$ cat src/rtl/pss_pkg.sv
// ============================================================================
// pss_pkg: shared types and constants for the polynomial secret share block
// Field widths, command codes and the evaluation point offset.
// ============================================================================
package pss_pkg;

    localparam int VALUE_W = 64;
    localparam int PARTY_W = 2;
    localparam int INDEX_W = 2;
    localparam int X_OFFSET = 2;

    typedef logic [VALUE_W-1:0] word_t;

    localparam logic CMD_LOAD  = 1'b0;
    localparam logic CMD_SHARE = 1'b1;

endpackage

$ cat src/rtl/pss_mac.sv
// ============================================================================
// pss_mac: shared multiply-add unit for one Horner step
// Forms acc * x + addend, wrapped to the word width.
// ============================================================================
module pss_mac
    import pss_pkg::*;
#(
    parameter int X_W = 3
)
(
    input  word_t          acc,
    input  logic [X_W-1:0] x,
    input  word_t          addend,
    output word_t          result
);

    logic [VALUE_W+X_W-1:0] product;

    // The evaluation point is narrow, so this is a 64 by X_W multiplier.
    assign product = acc * x;
    assign result  = product[VALUE_W-1:0] + addend;

endmodule

$ cat src/rtl/polynomial_secret_share.sv
// ============================================================================
// polynomial_secret_share: Shamir-style splitting of 64-bit secrets
// Loads higher-order coefficients and emits one share per party.
// ============================================================================
// A load transaction (command 0) writes value into the coefficient of power
// coef_index; indexes of zero or of NUM_COEFFS and above are ignored. A load
// yields no result. A share transaction (command 1) uses value as
// the constant term and evaluates the polynomial by Horner's rule at
// x = party + 2 for each party in turn, producing one result transaction per
// party with last set on the final one. All arithmetic wraps modulo 2^64.
// Every coefficient that a share reads must have been loaded beforehand; the
// store has no reset value. One shared 64 by X_W-bit multiply-add unit
// (3-bit at the default sizes) performs every Horner step, so the parties
// are evaluated one after another and the block takes no new transaction
// until the final share has been formed. The unit pauses while a finished
// share waits in the output register and the next one is ready, so a
// stalled output lengthens the item. The last share may still wait to be
// taken while the next transaction is accepted.
// ============================================================================
module polynomial_secret_share
    import pss_pkg::*;
#(
    parameter int NUM_COEFFS  = 4,
    parameter int NUM_PARTIES = 3
)
(
    input  logic                       clk,
    input  logic                       rst_n,
    input  logic                       in_valid,
    output logic                       in_stall,
    input  logic                       command,
    input  logic [INDEX_W-1:0]         coef_index,
    input  logic signed [VALUE_W-1:0]  value,
    output logic                       out_valid,
    input  logic                       out_stall,
    output logic [PARTY_W-1:0]         party,
    output logic signed [VALUE_W-1:0]  share,
    output logic                       last
);

    // Width of the coefficient store index (power minus one).
    localparam int IDX_W = (NUM_COEFFS > 2) ? $clog2(NUM_COEFFS - 1) : 1;
    // Width of the Horner power counter, which runs from NUM_COEFFS-2 to 0.
    localparam int PW_W  = $clog2(NUM_COEFFS);
    // Width of the party counter.
    localparam int P_W   = $clog2(NUM_PARTIES);
    // Width of the evaluation point, whose largest value is NUM_PARTIES + 1.
    localparam int X_W   = $clog2(NUM_PARTIES + X_OFFSET);

    localparam logic ST_IDLE = 1'b0;
    localparam logic ST_EVAL = 1'b1;

    // Coefficients of powers 1 to NUM_COEFFS-1, held at index power - 1.
    word_t coef_mem [NUM_COEFFS-1];

    logic              state_reg,     state_next;
    logic [PW_W-1:0]   pw_reg,        pw_next;
    logic [P_W-1:0]    party_cnt_reg, party_cnt_next;
    word_t             acc_reg,       acc_next;
    word_t             secret_reg,    secret_next;
    logic              out_valid_reg, out_valid_next;
    logic [PARTY_W-1:0] party_reg,    party_next;
    word_t             share_reg,     share_next;
    logic              last_reg,      last_next;

    logic              in_accept;
    logic              load_write;
    logic [31:0]       write_power;
    logic [IDX_W-1:0]  write_idx;
    logic [IDX_W-1:0]  read_idx;
    logic [IDX_W-1:0]  top_idx;
    logic [X_W-1:0]    x_point;
    word_t             addend;
    word_t             mac_result;
    logic              final_step;
    logic              final_party;
    logic              out_free;

    assign in_stall  = (state_reg != ST_IDLE);
    assign in_accept = in_valid && !in_stall;

    // A load is only stored for powers 1 to NUM_COEFFS-1.
    assign write_power = 32'(coef_index);
    assign load_write  = in_accept && (command == CMD_LOAD)
                         && (write_power >= 32'd1)
                         && (write_power < 32'(NUM_COEFFS));
    assign write_idx   = IDX_W'(write_power - 32'd1);

    always_ff @(posedge clk)
    begin
        if (load_write)
        begin
            coef_mem[write_idx] <= value;
        end
    end

    // Horner addend: a stored coefficient, or the secret on the final step.
    assign final_step  = (pw_reg == '0);
    assign read_idx    = IDX_W'(pw_reg - PW_W'(1));
    assign top_idx     = IDX_W'(NUM_COEFFS - 2);
    assign addend      = final_step ? secret_reg : coef_mem[read_idx];
    assign x_point     = X_W'(party_cnt_reg) + X_W'(X_OFFSET);
    assign final_party = (party_cnt_reg == P_W'(NUM_PARTIES - 1));
    assign out_free    = !out_valid_reg || !out_stall;

    pss_mac #(
        .X_W (X_W)
    ) u_mac (
        .acc    (acc_reg),
        .x      (x_point),
        .addend (addend),
        .result (mac_result)
    );

    always_comb
    begin
        state_next     = state_reg;
        pw_next        = pw_reg;
        party_cnt_next = party_cnt_reg;
        acc_next       = acc_reg;
        secret_next    = secret_reg;
        out_valid_next = out_valid_reg;
        party_next     = party_reg;
        share_next     = share_reg;
        last_next      = last_reg;

        // The consumer has taken the pending share.
        if (out_valid_reg && !out_stall)
        begin
            out_valid_next = 1'b0;
        end

        unique case (state_reg)
            ST_IDLE:
            begin
                if (in_accept && (command == CMD_SHARE))
                begin
                    secret_next    = value;
                    acc_next       = coef_mem[top_idx];
                    pw_next        = PW_W'(NUM_COEFFS - 2);
                    party_cnt_next = '0;
                    state_next     = ST_EVAL;
                end
            end
            ST_EVAL:
            begin
                if (!final_step)
                begin
                    acc_next = mac_result;
                    pw_next  = pw_reg - PW_W'(1);
                end
                else if (out_free)
                begin
                    // Share complete: hand it over and start the next party.
                    out_valid_next = 1'b1;
                    share_next     = mac_result;
                    party_next     = PARTY_W'(party_cnt_reg);
                    last_next      = final_party;
                    acc_next       = coef_mem[top_idx];
                    pw_next        = PW_W'(NUM_COEFFS - 2);
                    party_cnt_next = party_cnt_reg + P_W'(1);
                    if (final_party)
                    begin
                        state_next = ST_IDLE;
                    end
                end
            end
            default:
            begin
                state_next = ST_IDLE;
            end
        endcase
    end

    always_ff @(posedge clk or negedge rst_n)
    begin
        if (!rst_n)
        begin
            state_reg     <= ST_IDLE;
            out_valid_reg <= 1'b0;
        end
        else
        begin
            state_reg     <= state_next;
            out_valid_reg <= out_valid_next;
        end
    end

    always_ff @(posedge clk)
    begin
        pw_reg        <= pw_next;
        party_cnt_reg <= party_cnt_next;
        acc_reg       <= acc_next;
        secret_reg    <= secret_next;
        party_reg     <= party_next;
        share_reg     <= share_next;
        last_reg      <= last_next;
    end

    assign out_valid = out_valid_reg;
    assign party     = party_reg;
    assign share     = share_reg;
    assign last      = last_reg;

endmodule

$ cat config.mk
export PLATFORM = sky130hd
export DESIGN_NAME = polynomial_secret_share
export DESIGN_NICKNAME = d
export VERILOG_FILES = /design/src/rtl/pss_pkg.sv /design/src/rtl/pss_mac.sv /design/src/rtl/polynomial_secret_share.sv
export SDC_FILE = /design/constraint.sdc
export NUM_CORES = 1
export LEC_CHECK = 0
export BUFFER_PORTS_ARGS = -buffer_cell sky130_fd_sc_hd__buf_4
export CAP_MARGIN = 25
export CORE_MARGIN = 2
export CORE_UTILIZATION = 53
export CTS_BUF_LIST = sky130_fd_sc_hd__clkbuf_4 sky130_fd_sc_hd__clkbuf_8 sky130_fd_sc_hd__clkbuf_16
export CTS_CLUSTER_DIAMETER = 200
export DETAILED_ROUTE_END_ITERATION = 8
export GPL_TIMING_DRIVEN = 0
export PLACE_DENSITY = 0.71
export SLEW_MARGIN = 0
export SYNTH_ARGS = -nofsm -noshare
export SYNTH_HDL_FRONTEND = slang
export SYNTH_SLANG_ARGS = --single-unit
$ cat constraint.sdc
create_clock -name clk -period 16.5 [get_ports clk]
set_input_delay 1.65 -clock clk [delete_from_list [all_inputs] [get_ports clk]]
set_output_delay 1.65 -clock clk [all_outputs]
set_load 0.02 [all_outputs]
**After elaboration in Yosys (flattened, before gate mapping)**

Memories as Yosys holds them, arrays and structs flattened.
Index checks and enable logic that the tools add are counted.
Widths: inputs -> output; s select.

- Add/subtract/negate cells: 5
- $mul: 1
- Magnitude comparators: 2
- Equality and inequality tests: 5
- Multiplexer cells: 24
- Bitwise logic cells: 2
- Reductions and logical operators: 15

Operators with widths:

| kind | count |
|---|---|
| $mux 64 | 4 |
| $pmux 64 s2 | 1 |
| $add 64x64->64 | 1 |
| $mul 64x3->64 | 1 |
| $mux 2 | 6 |
| $mux 1 | 10 |
| $pmux 2 s2 | 2 |
| $logic_and 1x1->1 | 6 |
| $reduce_and 3->1 | 2 |
| $ne 2x1->1 const B | 2 |
| $reduce_and 2->1 | 2 |
| $sub 2x1->2 const B | 2 |
| $add 2x2->3 const B | 1 |
| $logic_not 1->1 | 3 |
| $lt 2x3->1 const B | 1 |
| $ne 3x2->1 const B | 1 |
| $add 2x1->2 const B | 1 |
| $eq 2x2->1 const B | 1 |
| $ge 2x1->1 const B | 1 |
| $logic_not 2->1 | 1 |
| $ne 2x2->1 const B | 1 |
| $not 1->1 | 2 |
| $pmux 1 s2 | 1 |
| $logic_or 1x1->1 | 1 |

- Flip-flop bits (word level): 201
- RAM bits: 192
- Input bits: 71
- Output and inout bits: 69
- Logic and storage cells: 64
- Memories kept: 1

Memory list:

| memory | words | width | read ports | clocked after memory_dff | wr ports | RTL line | text |
|---|---|---|---|---|---|---|---|
| coef_mem | 3 | 64 | 2 | 0 | 1 | polynomial_secret_share.sv:54 | `word_t coef_mem [NUM_COEFFS-1];` |

**Longest topological paths before layout**

- Depth after elaboration: 7
- Depth in mapped cells: 24
- Gate-level depth less buffers: 18

**By module**

From an unflattened synthesis, not the netlist that was laid out.

- Cells, all modules: 1923
- Area total of the unflattened synthesis: 23206.0 um^2

By module, submodules not included:

| module | instances | cells each | area each (um^2) | sequential area each (um^2) |
|---|---|---|---|---|
| polynomial_secret_share | 1 | 744 | 14687.8 | 11791.3 |
| pss_mac | 1 | 1179 | 8518.2 | 0.0 |

**Worst setup path after synthesis**

OpenSTA, ideal clock, no wires.

- Path type: reg-to-reg
- Start: register pw_reg[0]
- End: register party_cnt_reg[0] (enable)
- Setup time: 310 ps
- Data arrival time: 5560 ps
- Data required time: 16190 ps
- Setup slack: 10631 ps
- Cell stages (with the launch flop): 11
- Period minus slack after synthesis: 5869 ps
- Path through: edfxtp_1 clkbuf_1 buf_1 buf_1 inv_1 ha_1 clkbuf_1 clkbuf_1 nand2_1 a21oi_1 or2_2

- Longest elaborated chain between the ends: 3

Ends and longest elaborated chain:

| item | RTL line | text |
|---|---|---|
| start, declared | polynomial_secret_share.sv:57 | `logic [PW_W-1:0] pw_reg, pw_next;` |
| start signal, assigned | polynomial_secret_share.sv:191 | `pw_reg <= pw_next;` |
| $logic_not 2->1 | polynomial_secret_share.sv:98 | `assign final_step = (pw_reg == '0);` |
| $ne 2x1->1 (no line) | - |  |
| $reduce_and 3->1 (no line) | - |  |
| end signal, assigned | polynomial_secret_share.sv:192 | `party_cnt_reg <= party_cnt_next;` |
| end, declared | polynomial_secret_share.sv:58 | `logic [P_W-1:0] party_cnt_reg, party_cnt_next;` |

Every way passes these cells.
A chain may end at the register's enable or synchronous reset.

**Worst setup path in the final report**

- Start: register pw_reg[0]
- End: register acc_reg[61] (data pin)

- Longest elaborated chain between the ends: 6
- Elaborated cells between the ends (all ways): 7
- Those cells by class: add/sub (2); mux (3); reduce/logical (1); memory (1)

Ends and longest elaborated chain:

| item | RTL line | text |
|---|---|---|
| $sub 2x1->2 | polynomial_secret_share.sv:99 | `assign read_idx = IDX_W'(pw_reg - PW_W'(1));` |
| via read_idx[0] | polynomial_secret_share.sv:70 | `logic [IDX_W-1:0] read_idx;` |
| $mem_v2 3x64 | - |  |
| $mux 64 | polynomial_secret_share.sv:101 | `assign addend = final_step ? secret_reg : coef_mem[read_idx];` |
| $add 64x64->64 | pss_mac.sv:21 | `assign result = product[VALUE_W-1:0] + addend;` |
| via mac_result[61] | polynomial_secret_share.sv:74 | `word_t mac_result;` |
| $mux 64 | polynomial_secret_share.sv:147 | `if (!final_step)` |
| $pmux 64 s2 | polynomial_secret_share.sv:133 | `unique case (state_reg)` |
| via acc_next[61] | polynomial_secret_share.sv:59 | `word_t acc_reg, acc_next;` |
| end signal, assigned | polynomial_secret_share.sv:193 | `acc_reg <= acc_next;` |
| end, declared | polynomial_secret_share.sv:59 |  |

The timed path passes the listed nets, and every way through them passes these cells.

==> reports/qor.yml <==
synthesis:
  yosysUniqueCellTypes: 68
  synth-edff-count: 391
  async_flop_share: 0.00509
  synth_area_leaders: "edfxtp_1 (53%), ha_1 (7.2%), fa_1 (5.6%)"
  synth_top_area_frac: 0.529
  synth_flop_cell: "edfxtp_1"
  yosysTopAreaCell: "edfxtp_1"
  yosys-top-cells-count: "edfxtp_1 (391), inv_1 (236), nand2_1 (215)"
  syn-num-nets: 2168
  syn_inst: 1907
  synth_most_common_cell: "edfxtp_1"
  synth_seq_cells: 393
  synth_warnings: 0
  netlist_area_mm2: 0.0222
  synth-seq-area-share: 0.531
  synth_area_per_cell_um2: 11.6
layout:
  fin_cells: 2654
  drive_gt1_frac: 0.149
  area_growth_pct: 14.2
  fillers: 3312
  largest_register: "coef_mem"
  antenna_cells: 0
  final_nets: 2357
  largest_register_ffs: 192
  final_cell_area_mm2: 0.0253
worst_setup_path:
  critPathRequiredTime_ns: 16.83
  critPathArrivalTime_ns: 8.87
  crit_end: "acc_reg[61]$_DFFE_PP_"
  crit_top_cell: "clkbuf_1"
  r2r_cells: 23
  crit_path_start_kind: "flop"
  r2r_setup_slack_ns: 7.96
  endpoint_kind: "flop"
  reg2reg_from: "pw_reg[0]$_SDFFCE_PN0P_"
  path_max_fanout: 10
  crit_slowest_cell: "buf_1"
  cpPeakStageDelay_ns: 0.81
  rr_endpoint: "acc_reg[61]$_DFFE_PP_"
  crit_path_start: "pw_reg[0]$_SDFFCE_PN0P_"
  path_cells: "clkbuf_1 -> buf_1 -> buf_1 -> inv_1 -> ha_1 -> clkbuf_1 -> clkbuf_1 -> nor2_1 -> a211oi_1 -> a21oi_1 -> fa_1 -> inv_1 -> fa_1 -> a211oi_1 -> o21ai_2 -> o311ai_1 -> a31oi_1 -> o31ai_1 -> a32o_1 -> o31a_1 -> o21ai_2 -> xor2_2 -> mux2_2"
  crit_type: "reg2reg"
outcome:
  status: "complete, no violations"
timing:
  fin_crit_sh: 0.517
  fin_skew_ns: 0.0313
  drv_slew: 0
  relSlewSlack: 0.315
  hold_viol_final: 0
  rsz0062_at_grt: "false"
  period_minus_slack_ns: 8.54
  fmax_ghz: 0.117
  setup-violations-final: 0
  tightest_slew_ns: 1.03
  fin_setup_tns_ns: 0
grt:
  grt_overflow: 0
  grtUsageMet3: 0.0407
  grt_max_degree: 47
  met2_usage: 0.397
  grt_pass1_vias: 14675
  grt_pass1_wl_um: 84300
  top_usage_layer: "met2"
  grt_antenna_before_repair: 1
  grtUsageTotal: 0.254
  grt_util_met1: 0.364
cts:
  clk_pin_slew_ns: 0.07
  postCtsSetupBuffers: 0
  numCtsBuffers: 39
  clock_path_buffers: 3
  cts_hold_buf: 0
  cts_tree: "done"
  cts-resized-gates: 0
  htreeDepth: 2
  clock_sinks: 393
  clk_latency_ns: 0.58
  cts_root_buf: "clkbuf_16"
run:
  maxCapViolations: 0
floorplanning:
  dieArea_mm2: 0.0435
  die_h_um: 209
  fp.coreArea_mm2: 0.0411
  io_pins: 140
  start_util: 0.540
  die_x_um: 209
  fp-row-count: 74
place:
  io_buffers: 139
  placed_cell_area_mm2: 0.0242
  hpwl_um: 40300
  placed_cells_incl_taps: 2587
  gp_congestion: 0.913
routing:
  drc: 0
  drt-total-wl_um: 54600
  avgViaCountPerCell: 5.62
  drt_first_pass_iters: 5
  drtAntennaViolNets: 0
  wl_per_cell_um: 20.6
  drtIter0Drc: 1173
  num_vias: 14909
hold_path:
  hold-path-cell-count: 2
  hp-class: "reg2reg"
  hp-start: "coef_mem[2][6]$_DFFE_PP_"
## stage by stage
| stage | hold WS [ns] | utilization | worst slack, ns |
|---|---|---|---|
| after floorplan | 0.452 | - | 10.63 |
| after global placement | 0.530 | 0.581 | 7.09 |
| after detailed placement | 0.528 | 0.588 | 7.93 |
| after CTS | 0.517 | 0.616 | 7.93 |
| after global routing | 0.570 | 0.616 | 7.61 |
| final | 0.523 | 0.616 | 7.96 |
## layout make-up
type | instances | area [um2] | area share
tap | 532 | 666 | 0.0263
buffer | 91 | 344 | 0.0136
timing repair buffer | 148 | 1260 | 0.0498
inverter | 236 | 888 | 0.0351
clock buffer | 48 | 1040 | 0.0412
sequential | 393 | 11800 | 0.465
clock inverter | 19 | 145 | 0.00573
multi-input combinational | 1187 | 9200 | 0.363
## layer usage
metal  routed length, um  vias to the layer above
li1                    -                     7063
met1               24900                     7270
met2               24700                      494
met3                3370                       82
met4                1660                        0
met5                   0                        -
## logic make-up (layout without fill, tap and decap cells)
group / Yosys count / count (layout) / share of synthesized area
AOI/OAI and AO/OA: 345 / 345 / 0.0993
and+or+nand+nor: 443 / 443 / 0.0902
xor gates and xnor gates: 64 / 64 / 0.0256
adders and majority gates: 190 / 190 / 0.128
muxes: 145 / 145 / 0.0699
buffers and inverters: 327 / 542 / 0.0554
DFF: 393 / 393 / 0.531
## cells in the final DEF, fill, tap and decap left out, types with 4 or more instances in the layout
cell	instances
nor3_1	14
o221ai_1	4
fa_1	62
buf_16	5
a21o_1	31
a21oi_1	132
nand3_1	11
clkbuf_4	9
inv_1	235
clkbuf_1	76
xor2_1	24
nand2_1	214
nor2_1	91
buf_12	4
buf_4	139
mux2i_1	65
nand4_1	14
o21bai_1	15
a211oi_1	57
and2_1	67
clkinv_2	6
and3_1	4
a31oi_1	8
ha_1	128
nor2b_1	7
clkinvlp_4	4
xnor2_1	39
edfxtp_1	391
o21ai_1	7
nand2b_1	4
buf_1	13
a21boi_0	4
clkbuf_16	39
mux2_2	80
o21ai_0	48
## worst max-delay path: cells and delay by family, from the launching register on
kind	cells	cell delay, ns
buffers and inverters	7	3.38
AOI/OAI and AO/OA	10	2.61
adders and majority gates	3	1.36
DFF	1	0.34
muxes	1	0.28
xor gates and xnor gates	1	0.18
and+or+nand+nor	1	0.11
## how the worst min path moves through the flow
| stage | end | slack (ns) |
|---|---|---|
| after global routing | acc_reg[26]$_DFFE_PP_ | 0.57 |
| after CTS | acc_reg[6]$_DFFE_PP_ | 0.52 |
| after global placement | acc_reg[16]$_DFFE_PP_ | 0.53 |
| after detailed placement | acc_reg[4]$_DFFE_PP_ | 0.53 |
| after floorplan | party[1]$_DFFE_PP_ | 0.45 |
| final | acc_reg[6]$_DFFE_PP_ | 0.52 |
Power is not shown: default switching activity piles up to over one toggle a cycle in this logic, so the estimate is an artifact.
